**src/sv/mandelbrot_escape_iteration_macros.svh**
```systemverilog
// Assertion helpers for the top module of the escape-time block.
`ifndef MANDELBROT_ESCAPE_ITERATION_MACROS_SVH
`define MANDELBROT_ESCAPE_ITERATION_MACROS_SVH

// Consequent must hold in the same cycle as the antecedent.
`define MEI_ASSERT_SAME(label, clk, rstn, ante, cons, msg) \
    label: assert property (@(posedge clk) disable iff (!(rstn)) (ante) |-> (cons)) \
        else $error(msg);

// Consequent must hold in the cycle after the antecedent.
`define MEI_ASSERT_NEXT(label, clk, rstn, ante, cons, msg) \
    label: assert property (@(posedge clk) disable iff (!(rstn)) (ante) |=> (cons)) \
        else $error(msg);

`endif

```
**src/sv/mei_mul.sv**
```systemverilog
module mei_mul #(
    parameter int MW = 32
) (
    input  logic            aclk,
    input  logic [MW-1:0]   a,
    input  logic [MW-1:0]   b,
    output logic [2*MW-1:0] p
);

    localparam int H  = (MW + 1) / 2;
    localparam int HW = MW - H;

    logic [2*H-1:0]  ll_reg;
    logic [MW-1:0]   lh_reg;
    logic [MW-1:0]   hl_reg;
    logic [2*HW-1:0] hh_reg;
    logic [2*MW-1:0] p_reg;

    // First stage: four partial products of the half words.
    always_ff @(posedge aclk) begin
        ll_reg <= a[H-1:0] * b[H-1:0];
        lh_reg <= a[H-1:0] * b[MW-1:H];
        hl_reg <= a[MW-1:H] * b[H-1:0];
        hh_reg <= a[MW-1:H] * b[MW-1:H];
    end

    // Second stage: weight and add the partial products.
    always_ff @(posedge aclk) begin
        p_reg <= {{(2*MW-2*H){1'b0}}, ll_reg}
               + ({{MW{1'b0}}, lh_reg} << H)
               + ({{MW{1'b0}}, hl_reg} << H)
               + ({{(2*MW-2*HW){1'b0}}, hh_reg} << (2*H));
    end

    assign p = p_reg;

endmodule

```
**config.mk**
```make
export PLATFORM = sky130hd
export DESIGN_NAME = mei_mul
export DESIGN_NICKNAME = d
export VERILOG_FILES = /design/src/sv/mandelbrot_escape_iteration_macros.svh /design/src/sv/mei_mul.sv
export SDC_FILE = /design/constraint.sdc
export NUM_CORES = 2
export LEC_CHECK = 0
export ABC_AREA = 1
export BUFFER_PORTS_ARGS = -buffer_cell sky130_fd_sc_hd__buf_4
export CAP_MARGIN = 40
export CORE_MARGIN = 5
export CORE_UTILIZATION = 60
export DETAILED_ROUTE_END_ITERATION = 6
export PLACE_DENSITY = 0.77
export SKIP_CTS_REPAIR_TIMING = 1
export SYNTH_ARGS = -nofsm -noshare
export SYNTH_HDL_FRONTEND = slang
export SYNTH_SLANG_ARGS = --single-unit
```
**constraint.sdc**
```tcl
create_clock -name aclk -period 6.15 [get_ports aclk]
set_clock_uncertainty 0.05 [all_clocks]
set_input_delay 0.3075 -clock aclk [delete_from_list [all_inputs] [get_ports aclk]]
set_output_delay 0.3075 -clock aclk [all_outputs]
set_load 0.05 [all_outputs]
```
==> results by group <==
Place
  – Port buffer count: 128
  – DP Wirelength: 101 mm
  – Final weighted congestion in routability-driven placement: slightly below 1
  – # placed instances: between 7000 and 8000

Timing
  – Final Hold Violating Endpoints: 0
  – Achievable clock frequency: between 150 and 200 MHz
  – Period utilisation layout: between 80% and 90%
  – Transition time of the tightest slew-check pin: slightly above 0.6 ns
  – Number of setup violations in the final report: 0
  – Setup TNS after final layout: 0 ns
  – Unrepaired setup endpoints after global routing: false
  – Pins over their slew limit: 0
  – Clock period minus worst slack: ~5.5 ns
  – Slew HR: between 50% and 60%

Global route
  – Largest net degree at the start of global routing: 33
  – Number of global-route vias before repair: 40500
  – Leftover overflow at the end of global routing: 0
  – GRT Total Usage: between 30 and 40%
  – First-pass GRT wire length: 211 mm
  – Initial antenna violation count: 2

Synthesis
  – Post-synthesis net count: 7779
  – Yosys warning count: 0
  – Netlist cell types: 32
  – Post-synth top area share: 34.8%
  – Post-Synthesis Cells: between 6000 and 7000
  – Cell type contributing the most total cell area after synthesis: fa_1
  – Number of storage elements in the synthesis netlist: ~190
  – Mapped cell area: ~0.046 mm2
  – Average size of a mapped cell: a little over 7 um2
  – Main area contributors after synthesis: fa_1, nand2_1, inv_1
  – Proportion of synthesized chip area in sequential cells: about 8.4%

Clock tree
  – Cts bufs inserted: 17
  – Clock Pin Slew Worst Setup and Hold Paths: 0.08 ns
  – H-tree depth: 4
  – Maximum root-to-sink buffer count: 2
  – Clock sink total: 192
  – Root Buffer Master: clkbuf_16
  – Clock Latency Late Sink: ~0.47 ns
  – TritonCTS clock tree: yes

Finish
  – Share of cells above drive strength 1: between 3 and 4%
  – Count of placed standard cells in the final layout, fillers left out: 7409
  – Net count of the finished layout: approximately 7800
  – Area growth from synthesis to final layout: 4.96%
  – Flip-flop count of the largest register, all copies and words added: 64

Drt
  – Pre-Repair DR Iteration Count: 6
  – First DRT Iteration DRCs: 3463
  – Vias/cell: ~5.2
  – Count of vias placed by the detailed router: between 30000 and 40000
  – Average wire per cell in the routed design: between 15 and 20 um
  – Aggregate routed wire length: roughly 130 mm
  – DRC violations left: 0
  – Post-detailed-route count of antenna-violating nets: 0

Setup path
  – Critical path launch point type: primary input
  – Critical-path maximum fanout: 32
  – Data required time at the worst endpoint: between 6 and 7 ns
  – Worst EP arrival: approximately 5.7 ns
  – Crit Path Category: primary input to flop
  – Endpoint kind of the worst setup timing path: flop

Die
  – Starting density of the core: about three fifths
  – Horizontal die dimension: 286 um
  – Number of rows in the core area: between 100 and 150
  – Top-level port count: between 100 and 150
  – Full die area: roughly 0.08 mm2
  – Floorplan core area: 0.0757 mm2
  – Floorplan die height: 286 um

Run
  – Max-cap violations: 0

Status
  – Run status: complete, no violations

Worst hold path
  – Type of the tightest min-delay check: primary input to flop
-- path summary, 6_finish.rpt --
kind | from | to | slack (ns) | cells past startpoint
max reg2reg | ll_reg[17] | p[59] | 1.98 | 20
max | a[7] | lh_reg[15] | 0.67 | 19
min | b[16] | hh_reg[0] | 0.25 | 3
min reg2reg | ll_reg[6] | p[6] | 0.28 | 0
-- metal layers --
layer  vias up  share of wire (%)  GRT usage [%]
li1      18200                  -              -
met1     18400                 43           45.9
met2      1957                 43           49.9
met3       250                 11           6.48
met4         0                3.5           10.1
met5         -                  0              0
-- cells in the mapped netlist --
cell type  number
a21boi_0        1
a21boi_1        1
a21o_1          1
a21oi_1        99
a21oi_2         5
and2_1          9
and3_1          1
clkbuf_1      192
dfxtp_1       192
fa_1          794
ha_1          481
inv_1        1878
inv_2           2
nand2_1      2132
nand2_2        17
nand2b_1        1
nand3_1       178
nand3_2         3
nand3b_1        1
nand4_1        32
nor2_1        224
nor2_2          8
nor2_4          2
nor3_1         33
nor3_2          6
o21ai_0        15
o21ai_1         1
o21bai_1       27
or2_0           1
or2_1           2
xnor2_1        10
xor2_1         90
-- cell families after synthesis --
| group | count (synthesis) | share of synthesized area (%) |
|---|---|---|
| AO/OA/AOI/OAI | 150 | 1.85 |
| flip-flops | 192 | 8.41 |
| buffers and inverters | 2072 | 17.0 |
| adder cells (fa/ha/maj) | 1275 | 47.9 |
| AND/OR/NAND/NOR | 2650 | 22.9 |
| XOR/XNOR | 100 | 1.92 |
-- cell type report --
class,count,area [um2]
multi-input cells,4175,34100
repair buffers,150,1130
well taps,978,1220
inverters,1880,7060
fillers,6705,27700
clock buffers,17,425
clock inverters,15,210
flip-flops and latches,192,3840
diodes,2,5.00
-- placed cells by master (no fill, tap or decap), types with 3 or more instances in the layout --
cell type / instances
nor3_2: 6
a21oi_2: 5
inv_1: 1878
nand3_2: 3
nor2_1: 224
xor2_1: 90
nor3_1: 33
nand3_1: 178
nor2_2: 8
nand2_1: 2132
dfxtp_1: 192
clkbuf_16: 17
clkinv_8: 9
nand2_2: 17
o21ai_0: 15
and2_1: 9
o21bai_1: 27
ha_1: 481
fa_1: 794
a21oi_1: 99
nand4_1: 32
xnor2_1: 10
buf_4: 150
-- critical path, stage by stage --
cell	delay (ns)
buf_4	0.40
nand2_1	0.15
fa_1	0.56
inv_1	0.05
fa_1	0.51
inv_1	0.06
fa_1	0.53
inv_1	0.05
fa_1	0.45
fa_1	0.49
inv_1	0.05
fa_1	0.47
inv_1	0.04
ha_1	0.33
nand2_1	0.16
inv_1	0.07
a21oi_1	0.32
nand3_1	0.27
xor2_1	0.44
-- per-stage QoR --
stage / instance area, um2 / setup slack [ns] / hold WS [ns] / util, %
after floorplan: 45700 / 1.10 / 0.260 / -
after global placement: 47300 / 0.419 / 0.260 / 62.5
after detailed placement: 47300 / 0.313 / 0.262 / 62.5
after CTS: 48000 / 0.787 / 0.224 / 63.4
after global routing: 48000 / 0.445 / 0.249 / 63.4
final: 48000 / 0.673 / 0.246 / 63.4
Power is left out: the tool's default activity adds up to more than one toggle a clock period on the data nets, which glitch-free logic cannot reach.
