--- src/sv/mandelbrot_escape_iteration_macros.svh ---
// Assertion helpers for the top module of the escape-time block.
`ifndef MANDELBROT_ESCAPE_ITERATION_MACROS_SVH
`define MANDELBROT_ESCAPE_ITERATION_MACROS_SVH

// Consequent must hold in the same cycle as the antecedent.
`define MEI_ASSERT_SAME(label, clk, rstn, ante, cons, msg) \
    label: assert property (@(posedge clk) disable iff (!(rstn)) (ante) |-> (cons)) \
        else $error(msg);

// Consequent must hold in the cycle after the antecedent.
`define MEI_ASSERT_NEXT(label, clk, rstn, ante, cons, msg) \
    label: assert property (@(posedge clk) disable iff (!(rstn)) (ante) |=> (cons)) \
        else $error(msg);

`endif

--- src/sv/mei_pkg.sv ---
package mei_pkg;

    localparam int POINT_W   = 32;
    localparam int COUNT_W   = 12;
    localparam int LIMIT_W   = 8;
    localparam int MAG_W     = 37;
    localparam int CFG_IDX_W = 2;
    localparam int RING_DEPTH = 4;
    localparam int TAG_W     = 3;

    localparam logic [CFG_IDX_W-1:0] REG_ITERATION_CAP = 2'd0;
    localparam logic [CFG_IDX_W-1:0] REG_ESCAPE_LIMIT  = 2'd1;

    localparam logic [COUNT_W-1:0] CAP_RESET   = 12'd2000;
    localparam logic [LIMIT_W-1:0] LIMIT_RESET = 8'd20;

    // Control state of one slot circulating in the iteration ring.
    typedef struct packed {
        logic               valid;
        logic               done;
        logic [TAG_W-1:0]   tag;
        logic [COUNT_W-1:0] count;
    } slot_ctrl_t;

endpackage

--- src/sv/mei_update.sv ---
module mei_update #(
    parameter int F  = 26,
    parameter int MW = 35,
    parameter int XW = 36
) (
    input  mei_pkg::slot_ctrl_t                 ctrl_in,
    input  logic signed [mei_pkg::POINT_W-1:0]  c_real,
    input  logic signed [mei_pkg::POINT_W-1:0]  c_imag,
    input  logic                                neg_xy,
    input  logic [2*MW-1:0]                     prod_xx,
    input  logic [2*MW-1:0]                     prod_yy,
    input  logic [2*MW-1:0]                     prod_xy,
    input  logic [mei_pkg::MAG_W-1:0]           mag_in,
    input  logic [mei_pkg::COUNT_W-1:0]         cap,
    input  logic [mei_pkg::LIMIT_W-1:0]         limit,
    output mei_pkg::slot_ctrl_t                 ctrl_out,
    output logic signed [XW-1:0]                x_out,
    output logic signed [XW-1:0]                y_out,
    output logic [mei_pkg::MAG_W-1:0]           mag_out
);

    localparam int QW = 2*MW - F;
    localparam int SW = QW + 3;

    logic [QW-1:0]            xx;
    logic [QW-1:0]            yy;
    logic [QW:0]              two_xy;
    logic [QW:0]              mag;
    logic [QW:0]              bound;
    logic                     escape;
    logic [mei_pkg::MAG_W-1:0] mag_sat;
    logic [SW-1:0]            c_real_ext;
    logic [SW-1:0]            c_imag_ext;
    logic [SW-1:0]            txy_ext;
    logic [SW-1:0]            sum_x;
    logic [SW-1:0]            sum_y;

    // Truncate the products to the fixed point grid; 2xy keeps one more bit.
    assign xx     = prod_xx[2*MW-1:F];
    assign yy     = prod_yy[2*MW-1:F];
    assign two_xy = prod_xy[2*MW-1:F-1];
    assign mag    = {1'b0, xx} + {1'b0, yy};
    assign bound  = {{(QW+1-mei_pkg::LIMIT_W-F){1'b0}}, limit, {F{1'b0}}};
    assign escape = !(mag < bound) || (ctrl_in.count >= cap);
    assign mag_sat = (|mag[QW:mei_pkg::MAG_W]) ? {mei_pkg::MAG_W{1'b1}}
                                               : mag[mei_pkg::MAG_W-1:0];

    // Next z from the squared terms and c.
    assign c_real_ext = {{(SW-mei_pkg::POINT_W){c_real[mei_pkg::POINT_W-1]}}, c_real};
    assign c_imag_ext = {{(SW-mei_pkg::POINT_W){c_imag[mei_pkg::POINT_W-1]}}, c_imag};
    assign txy_ext    = {2'b00, two_xy};
    assign sum_x = {3'b000, xx} - {3'b000, yy} + c_real_ext;
    assign sum_y = (neg_xy ? (~txy_ext + 1'b1) : txy_ext) + c_imag_ext;

    // Finished or empty slots pass unchanged; live ones either finish or step.
    always_comb begin
        ctrl_out = ctrl_in;
        x_out    = sum_x[XW-1:0];
        y_out    = sum_y[XW-1:0];
        mag_out  = mag_in;
        if (ctrl_in.valid && !ctrl_in.done) begin
            if (escape) begin
                ctrl_out.done = 1'b1;
                mag_out       = mag_sat;
            end else begin
                ctrl_out.count = ctrl_in.count + 1'b1;
            end
        end
    end

endmodule

--- config.mk ---
export PLATFORM = sky130hd
export DESIGN_NAME = mei_update
export DESIGN_NICKNAME = d
export VERILOG_FILES = /design/src/sv/mandelbrot_escape_iteration_macros.svh /design/src/sv/mei_pkg.sv /design/src/sv/mei_update.sv
export SDC_FILE = /design/constraint.sdc
export NUM_CORES = 1
export LEC_CHECK = 0
export ABC_CLOCK_PERIOD_IN_PS = 7100
export BUFFER_PORTS_ARGS = -buffer_cell sky130_fd_sc_hd__buf_2
export CAP_MARGIN = 20
export CORE_AREA = 2 2 182 184
export DETAILED_ROUTE_END_ITERATION = 7
export DIE_AREA = 0 0 184 186
export GPL_ROUTABILITY_DRIVEN = 0
export PLACE_DENSITY = 0.62
export SLEW_MARGIN = 10
export SYNTH_ARGS = -nofsm -noshare
export SYNTH_HDL_FRONTEND = slang
export SYNTH_SLANG_ARGS = --single-unit
--- constraint.sdc ---
create_clock -name vclk -period 7.1
set_input_delay 0.71 -clock vclk [all_inputs]
set_output_delay 0.71 -clock vclk [all_outputs]
set_load 0.1 [all_outputs]
==> results of run 1 <==
## layout make-up
class	count	area share
diodes	1	0.000209
inverters	192	0.0602
multi-input cells	1087	0.697
well taps	408	0.0426
repair buffers	397	0.200
## timing repair
action | 4_1_cts | 5_1_grt
setup endpoints to repair | 0 | 28
gates resized for setup | 0 | 3
hold buffers | 0 | 0
## stage by stage
stage / area, um2 / cells / power [mW] / hold WS [ns] / util
global route: 12000 / 2085 / 2.98 / 1.42 / 0.372
CTS: 11900 / 2082 / 2.82 / 1.42 / 0.371
floorplan: 9200 / 1315 / 2.26 / 1.63 / -
finish: 12000 / 2085 / 2.82 / 1.42 / 0.372
detailed placement: 11900 / 2082 / 2.81 / 1.42 / 0.371
global placement: 11900 / 2082 / 2.79 / 1.42 / 0.371
## cell usage after synthesis, drive strengths merged (21+ instances only)
cell type,number,area [um2]
a21oi,114,571
nand2,89,334
fa,37,741
nor2,78,295
ha,136,1700
xor2,51,447
inv,192,721
o21ai,67,335
o21bai,22,165
clkbuf,22,82.6
a21o,51,383
nand3,39,195
a211oi,21,158
a2bb2oi,25,219
nor3,27,145
xnor2,100,876
## cells by family after synthesis
group / Yosys count
mux: 6
buf+inv: 229
simple gates: 348
xor+xnor: 151
fa+ha+maj: 173
compound gates: 408
## where the power goes
part / internal, mW / switching [mW] / total [mW]
combinational: 0.669 / 2.16 / 2.82
clock: 0.0000000188 / 0 / 0.0000000188
sequential: 0 / 0 / 0
## routing by layer
layer / share of wire / wire length, um
met2: 0.48 / 16200
met3: 0.058 / 1970
met1: 0.43 / 14600
met4: 0.032 / 1070
met5: 0.00021 / 7
## worst paths after layout
check        start      endpoint  slack, ns
min    ctrl_in[13]  ctrl_out[13]       1.42
max    prod_xx[26]   ctrl_out[1]       0.36
## worst max-delay path: stages
cell and delay (ns):
buf_2 0.11, ha_1 0.24, fa_1 0.43, a211o_1 0.34
a2111oi_1 0.43, buf_4 0.21, or3_1 0.14, nand4_1 0.24
a31oi_4 0.30, xnor2_1 0.20, ha_1 0.30, a21o_1 0.16
a21oi_1 0.20, nor2b_1 0.07, o21ai_0 0.20, nand3_1 0.12
or4_1 0.70, nor3_2 0.26, mux2_2 0.36, buf_2 0.29
==> impl_results.md, run 1 <==
* Outcome: finished, final reports clean
* Clock buf count at 0
* CP Class: input port to output pin
* Synth Instances at about 1300
* Most common cell after layout, fill and taps aside: buf_2
* Vias in the first global route at ~10000
* Least-Margin Pin Slew at between 0.8 and 0.9 ns
* Largest family of logic cells by synthesized area: compound AO/OA/AOI/OAI gates
* Met2 Use GR at 0.323
* Crit share post-route at 0.949
* DRT Wirelength at ~34000 um
* Core ar. at approximately 32000 um2
* HPWL after DPL at between 20000 and 30000 um
* Crit path max fanout at 10
* Max-slew headroom at 0.439
* Die area at roughly 34000 um2
* DRT Pass-1 Iters at 5
* RSZ-0062 raised after global routing: no
* WL per Instance at ~16 um
* Setup TNS at 0 ns
* Chip width at 184 um
* Post CTS Setup Buffer Count at 0
* Storage cell area at 0 um2
* GRT Overall Usage at 0.183
* Max-slew violations at 0
* Gr ovfl total at 0
* Power Dens Cells at ~240 nW/um2
* Area taken by multi-input logic gates at about 8300 um2
* Top Usage Layer GRT: met2
* Final net count at 2200
* Starting Density at 0.286
* Part of the Yosys area used for sequential elements at 0
* Synth Area in Simple Gates at 0.190
* Synth Cell Area at a little over 9000 um2
* Pleak at between 6 and 7 nW
* DRC Markers at 0
* XOR/XNOR Fraction of Synth Area at 0.144
* Final Hold Vio Count at 0
* Mux cell area share after synthesis at 0.00694
* Syn_area_per_cell at 7.00 um2
* CP arrival at 6.03 ns
* Post-route ant nets at 0
* Syn_nets at around 1800
* Die Height at between 150 and 200 um
* Min Tclk post-route at 6.74 ns
* Met1 Resource Use GR at 0.238
* Initial antenna violation count at 2
* Maximum VDD drop at about 0.38 mV
* FFs & Latches at 0
* Vias per inst at between 5 and 6
* Max_cap viols at 0
* Post-Synth Adder-Cell Area at 0.265
* Worst hold path depth at 0
* Most frequent cells in the layout: 358 x buf_2, 192 x inv_1, 136 x ha_1
* Cell row count at 66
* DR iter-0 viols at approximately 530
* Ys Warns at 0
* Ports at around 480
* Dpl ws at roughly 0.27 ns
* Area grow syn2layout at 30.1%
* CP Launch Type: input port
* Largest net degree at the start of global routing at 38
* Port bufs at ~380
* Fillers at around 3500
* Via count at 10900
* # setup viols final at 0
* Netlist cell types at 68
* Fmax at between 100 and 150 MHz
* CP required at ~6.4 ns
* Crit path capture type: output pin
* Global-route wire length before repair at ~50000 um
* Compound-Gate Fraction of Synth Area at 0.297
* Share of layout cells above drive strength 1 at 0.251
* Tightest Hold Check Type: input port to output pin
* Met3 GRT Util at 0.0127
* Setup ws final at 0.365 ns
No activity file was read; power rests on OpenSTA's default activity.
==> inputs of run 2 (changes only) <==
--- a/config.mk
+++ b/config.mk
@@ -5,14 +5,15 @@
 export SDC_FILE = /design/constraint.sdc
 export NUM_CORES = 1
 export LEC_CHECK = 0
+export ABC_AREA = 1
 export ABC_CLOCK_PERIOD_IN_PS = 7100
 export BUFFER_PORTS_ARGS = -buffer_cell sky130_fd_sc_hd__buf_2
 export CAP_MARGIN = 20
-export CORE_AREA = 2 2 182 184
+export CORE_AREA = 2 2 185 187
 export DETAILED_ROUTE_END_ITERATION = 7
-export DIE_AREA = 0 0 184 186
+export DIE_AREA = 0 0 187 189
 export GPL_ROUTABILITY_DRIVEN = 0
-export PLACE_DENSITY = 0.62
+export PLACE_DENSITY = 0.66
 export SLEW_MARGIN = 10
 export SYNTH_ARGS = -nofsm -noshare
 export SYNTH_HDL_FRONTEND = slang
==> impl_results.md, run 2 <==
* DRT Pass-1 Iters at 5 (unchanged)
* Die area at 35300 um2 (+3.3%)
* Synth top area cells: nand2_1 19%, ha_1 16%, inv_1 16%
* Fin util at 0.395 (+0.0236)
* Initial antenna violation count at 3 (+1)
* Storage cell area at 0 um2 (unchanged)
* Cts repair resizes at 0 (unchanged)
* Port bufs at 383 (unchanged)
* # setup viols final at 0 (unchanged)
* WHS at 1.42 ns (unchanged)
* Clock buf count at 0 (unchanged)
* Commonest cells in the netlist: 546 x nand2_1, 449 x inv_1, 203 x nor2_1, 136 x ha_1, 133 x a21oi_1
* DRT Wirelength at 38000 um (+12%)
* Gr ovfl total at 0 (unchanged)
* Core ar. at 33300 um2 (+3.3%)
* Outcome: finished, final reports clean
* Via count at 13300 (+22%)
* Fmax at 170 MHz (+15%)
* Crit path capture type: output pin
* CP Cell Sequence: buf_2 -> ha_1 -> nand3_1 -> nand2_1 -> nand2_1 -> nand2_1 -> nand2_1 -> nand2_1 -> inv_1 -> o21bai_1 -> a21oi_1 -> xnor2_1 -> ha_1 -> a211o_1 -> nand3b_2 -> nor2_4 -> nand3_4 -> nand2_4 -> nand2_1 -> o21ai_1 -> buf_2
* Synth Cell Area at 10800 um2 (+18%)
* Slowest CP cell: nand2_4
* DR iter-0 viols at 776 (+47%)
* CP arrival at 5.16 ns (-0.87 ns)
* Most frequent cells in the layout: 546 x nand2_1, 449 x inv_1, 383 x buf_2
* Share of layout cells above drive strength 1 at 0.185 (-0.0656)
* Largest net degree at the start of global routing at 63 (+66%)
* HPWL after DPL at 34100 um (+15%)
* Vias per inst at 4.78 (-8.7%)
* Cell row count at 67 (+1.5%)
* Ports at 475 (unchanged)
* Vias in the first global route at 12600 (+20%)
* Dominant cell type by area after synthesis: nand2_1
* Post CTS Setup Buffer Count at 0 (unchanged)
* Tightest Hold Check Type: input port to output pin
* Max-slew violations at 0 (unchanged)
* Synth Instances at 1972 (+50%)
* Hold_buf cts at 0 (unchanged)
* Most numerous cell in the Yosys netlist: nand2_1
* Setup TNS at 0 ns (unchanged)
* WL per Instance at 13.6 um (-16%)
* Syn_nets at 2494 (+36%)
* Max stage delay on crit path at 0.54 ns (-0.16 ns)
* Inst Count DP at 2783 (+34%)
* FFs & Latches at 0 (unchanged)
* Crit share post-route at 0.827 (-0.122)
* Starting Density at 0.325 (+0.0398)
* GRT Overall Usage at 0.206 (+0.0228)
* Maximum VDD drop at 0.281 mV (-27%)
* Setup ws final at 1.23 ns (+0.863 ns)
* DRC Markers at 0 (unchanged)
* Netlist cell types at 46 (-32%)
* Least-Margin Pin Slew at 0.812 ns (-0.0243 ns)
* Most common cell after layout, fill and taps aside: nand2_1
* Min Tclk post-route at 5.87 ns (-0.863 ns)
* Power Dens Cells at 219 nW/um2 (-7.1%)
* CP Launch Type: input port
* Syn_area_per_cell at 5.49 um2 (-21%)
* Max_cap viols at 0 (unchanged)
* Die Height at 189 um (+1.6%)
* Part of the Yosys area used for sequential elements at 0 (unchanged)
* Dpl ws at 1.29 ns (+1.02 ns)
* Crit path max fanout at 62 (+52)
* Final Hold Vio Count at 0 (unchanged)
* Ys Warns at 0 (unchanged)
* Max-slew headroom at 0.457 (+0.0176)
* Area share of the largest cell type after synthesis at 0.189 (+0.00427)
* Global-route wire length before repair at 60800 um (+18%)
* Chip width at 187 um (+1.6%)
* Area grow syn2layout at 21.5%
* Post-route ant nets at 0 (unchanged)
* Final net count at 2859 (+30%)
* Post-Layout Cell Count at 2785 (+34%)
* CP Class: input port to output pin
* RSZ-0062 raised after global routing: no
* Most used cell along the critical path: nand2_1
* CP required at 6.39 ns (about the same)
* Pleak at 8.01 nW (+29%)
-- run 2: cell types whose count changed after synthesis, moves of 25 or more --
cell / delta
a2bb2oi_1: -25
a21o_1: -46
nor2_1: +126
xor2_1: +36
inv_1: +257
nand3_1: +30
xnor2_1: -53
nand2_1: +457
-- run 2: metal layers --
metal  vias up  wire, um  GRT usage
met4         2       687     0.0372
met1      5903     16500      0.270
met2       523     17900      0.368
li1       6838         -          -
met5         -        14          0
met3        52      2870     0.0196
-- run 2: worst paths after layout --
| check | start | to | slack, ns | depth (start not counted) |
|---|---|---|---|---|
| max | prod_yy[28] | mag_out[5] | 1.23 | 21 |
| min | ctrl_in[12] | ctrl_out[12] | 1.42 | 0 |
-- run 2: worst max-delay path, delay by kind of cell --
| kind | cells | cell delay [ns] |
|---|---|---|
| compound gates | 4 | 0.89 |
| xor+xnor | 1 | 0.23 |
| fa+ha+maj | 2 | 0.57 |
| buf+inv | 3 | 0.66 |
| simple gates | 11 | 2.06 |
-- run 2: cell type report --
cell class	instances	area, um2
timing repair buffer	383	1920
fill	3775	20100
multi-input combinational	1495	8960
antenna	2	5.00
tap	448	561
inverter	457	1720
-- run 2: stage by stage --
stage	power (mW)	cell area, um2
finish	2.88	13200
global route	3.06	13200
global placement	2.84	13200
detailed placement	2.86	13200
floorplan	2.34	10800
CTS	2.87	13200
-- run 2: power by group --
group	total [mW]	switching, mW	internal, mW
Sequential	0	0	0
Combinational	2.88	2.29	0.592
Clock	0.0000000379	0	0.0000000379
Total	2.88	2.29	0.592
-- run 2: logic make-up after synthesis --
family	synth area share
AO/OA/AOI/OAI	0.141
AND/OR/NAND/NOR	0.352
XOR/XNOR	0.108
buffers and inverters	0.173
adder cells (fa/ha/maj)	0.226
==> inputs of run 3 (changes only) <==
--- a/config.mk
+++ b/config.mk
@@ -6,7 +6,7 @@
 export NUM_CORES = 1
 export LEC_CHECK = 0
 export ABC_AREA = 1
-export ABC_CLOCK_PERIOD_IN_PS = 7100
+export ABC_CLOCK_PERIOD_IN_PS = 5800
 export BUFFER_PORTS_ARGS = -buffer_cell sky130_fd_sc_hd__buf_2
 export CAP_MARGIN = 20
 export CORE_AREA = 2 2 185 187
==> constraint.sdc (replaced) <==
create_clock -name vclk -period 5.8
set_input_delay 0.58 -clock vclk [all_inputs]
set_output_delay 0.58 -clock vclk [all_outputs]
set_load 0.1 [all_outputs]
==> impl_results.md, run 3 (synthesis results as in run 2) <==
* Share of layout cells above drive strength 1 at 0.187 (+0.00182)
* Largest net degree at the start of global routing at 63 (unchanged)
* Max stage delay on crit path at 0.46 ns (-0.08 ns)
* Final Hold Vio Count at 0 (unchanged)
* Max_cap viols at 0 (unchanged)
* Min Tclk post-route at between 5 and 6 ns
* CP Class: input port to output pin
* Post-route ant nets at 0 (unchanged)
* Power Dens Cells at 267 nW/um2 (+22%)
* Crit path capture type: output pin
* CP required at 5.22 ns (-1.17 ns)
* Chip width at 187 um (unchanged)
* Setup ws final at 0.502 ns (-0.726 ns)
* RSZ-0062 raised after global routing: no
* Most frequent cells in the layout: 546 x nand2_1, 449 x inv_1, 383 x buf_2
* Crit path max fanout at 62 (unchanged)
* WL per Instance at 13.6 um (-0.15%)
* Met2 Use GR at 0.370 (+0.00143)
* Vias per inst at 4.77 (-0.18%)
* Top Usage Layer GRT: met2
* Fmax at roughly 190 MHz
* Most used cell along the critical path: nand2_1
* Die Height at 189 um (unchanged)
* Post CTS Setup Buffer Count at 0 (unchanged)
* Finished Cell Area at 13200 um2 (+0.33%)
* CP arrival at 4.72 ns (-0.44 ns)
* Initial antenna violation count at 2 (-1)
* Max-slew violations at 0 (unchanged)
* Port bufs at 383 (unchanged)
* Most common cell after layout, fill and taps aside: nand2_1
* Cell row count at 67 (unchanged)
* Core ar. at 33300 um2 (unchanged)
* Storage cell area at 0 um2 (unchanged)
* Tightest Hold Check Type: input port to output pin
* Crit share post-route at 0.913
* FFs & Latches at 0 (unchanged)
* Ports at 475 (unchanged)
* CP Buf/Inv Count at 4 (+1)
* Global-route wire length before repair at 60700 um (-0.14%)
* Die area at 35300 um2 (unchanged)
* Gr ovfl total at 0 (unchanged)
* Fin util at 0.397 (+0.00132)
* # setup viols final at 0 (unchanged)
* DP Area at 13200 um2 (+0.23%)
* Final net count at 2863 (+0.14%)
* DRT Wirelength at 38000 um (about the same)
* CP Launch Type: input port
* Least-Margin Pin Slew at 0.744 ns (-0.0679 ns)
* Area grow syn2layout at 21.9%
* Max-slew headroom at 0.499 (+0.0419)
* Outcome: finished, final reports clean
* Dpl ws at 0.315 ns (-0.972 ns)
* Met1 Resource Use GR at 0.272 (+0.00163)
* GRT Overall Usage at 0.205 (-0.000531)
* Clock buf count at 0 (unchanged)
* DRT Pass-1 Iters at 7 (+2)
* Maximum VDD drop at 0.289 mV (+2.8%)
* Pleak at 8.03 nW (+0.27%)
* Setup TNS at 0 ns (unchanged)
* Critical path's top delay family: simple AND/OR/NAND/NOR gates
* Starting Density at 0.325 (unchanged)
* Slowest CP cell: buf_2
* Met3 GRT Util at 0.0154 (-0.00426)
* DRC Markers at 0 (unchanged)
* DR iter-0 viols at 830 (+7.0%)
* Vias in the first global route at 12500 (-0.69%)
* HPWL after DPL at 34200 um (+0.26%)
* Via count at 13300 (-0.038%)
## run 3: changes by cell type in the layout (fill, tap and decap cells not counted), sizes merged
cell,previous run,this run
buf,383,387
## run 3: through the flow
stage	hold slack [ns]	power [mW]	cells
floorplan	1.37	2.86	1972
global placement	1.16	3.48	2787
detailed placement	1.16	3.50	2787
CTS	1.16	3.51	2787
global route	1.16	3.74	2788
finish	1.16	3.53	2789
## run 3: layer usage
metal / routed length (um) / up-vias
li1: - / 6852
met1: 16800 / 5905
met2: 17900 / 514
met3: 2650 / 42
met4: 639 / 0
met5: 0 / -
## run 3: cell type report
class / instances / area, um2
fillers: 3777 / 20100
multi-input cells: 1495 / 8970
repair buffers: 387 / 1950
inverters: 457 / 1720
well taps: 448 / 561
diodes: 2 / 5.00
## run 3: report_power, final
group	internal (mW)	total (mW)	switching [mW]
sequential	0	0	0
clock	0.0000000462	0.0000000463	0
combinational	0.727	3.53	2.80
total	0.727	3.53	2.80
## run 3: final timing paths
kind        start      endpoint  slack [ns]  cells past startpoint
min   ctrl_in[12]  ctrl_out[12]        1.16                      0
max   prod_xx[26]    mag_out[5]        0.50                     25
## run 3: repair_timing
action,4_1_cts,5_1_grt
resized for setup,0,2
endpoints found under the setup margin,0,15
hold buffers,0,0
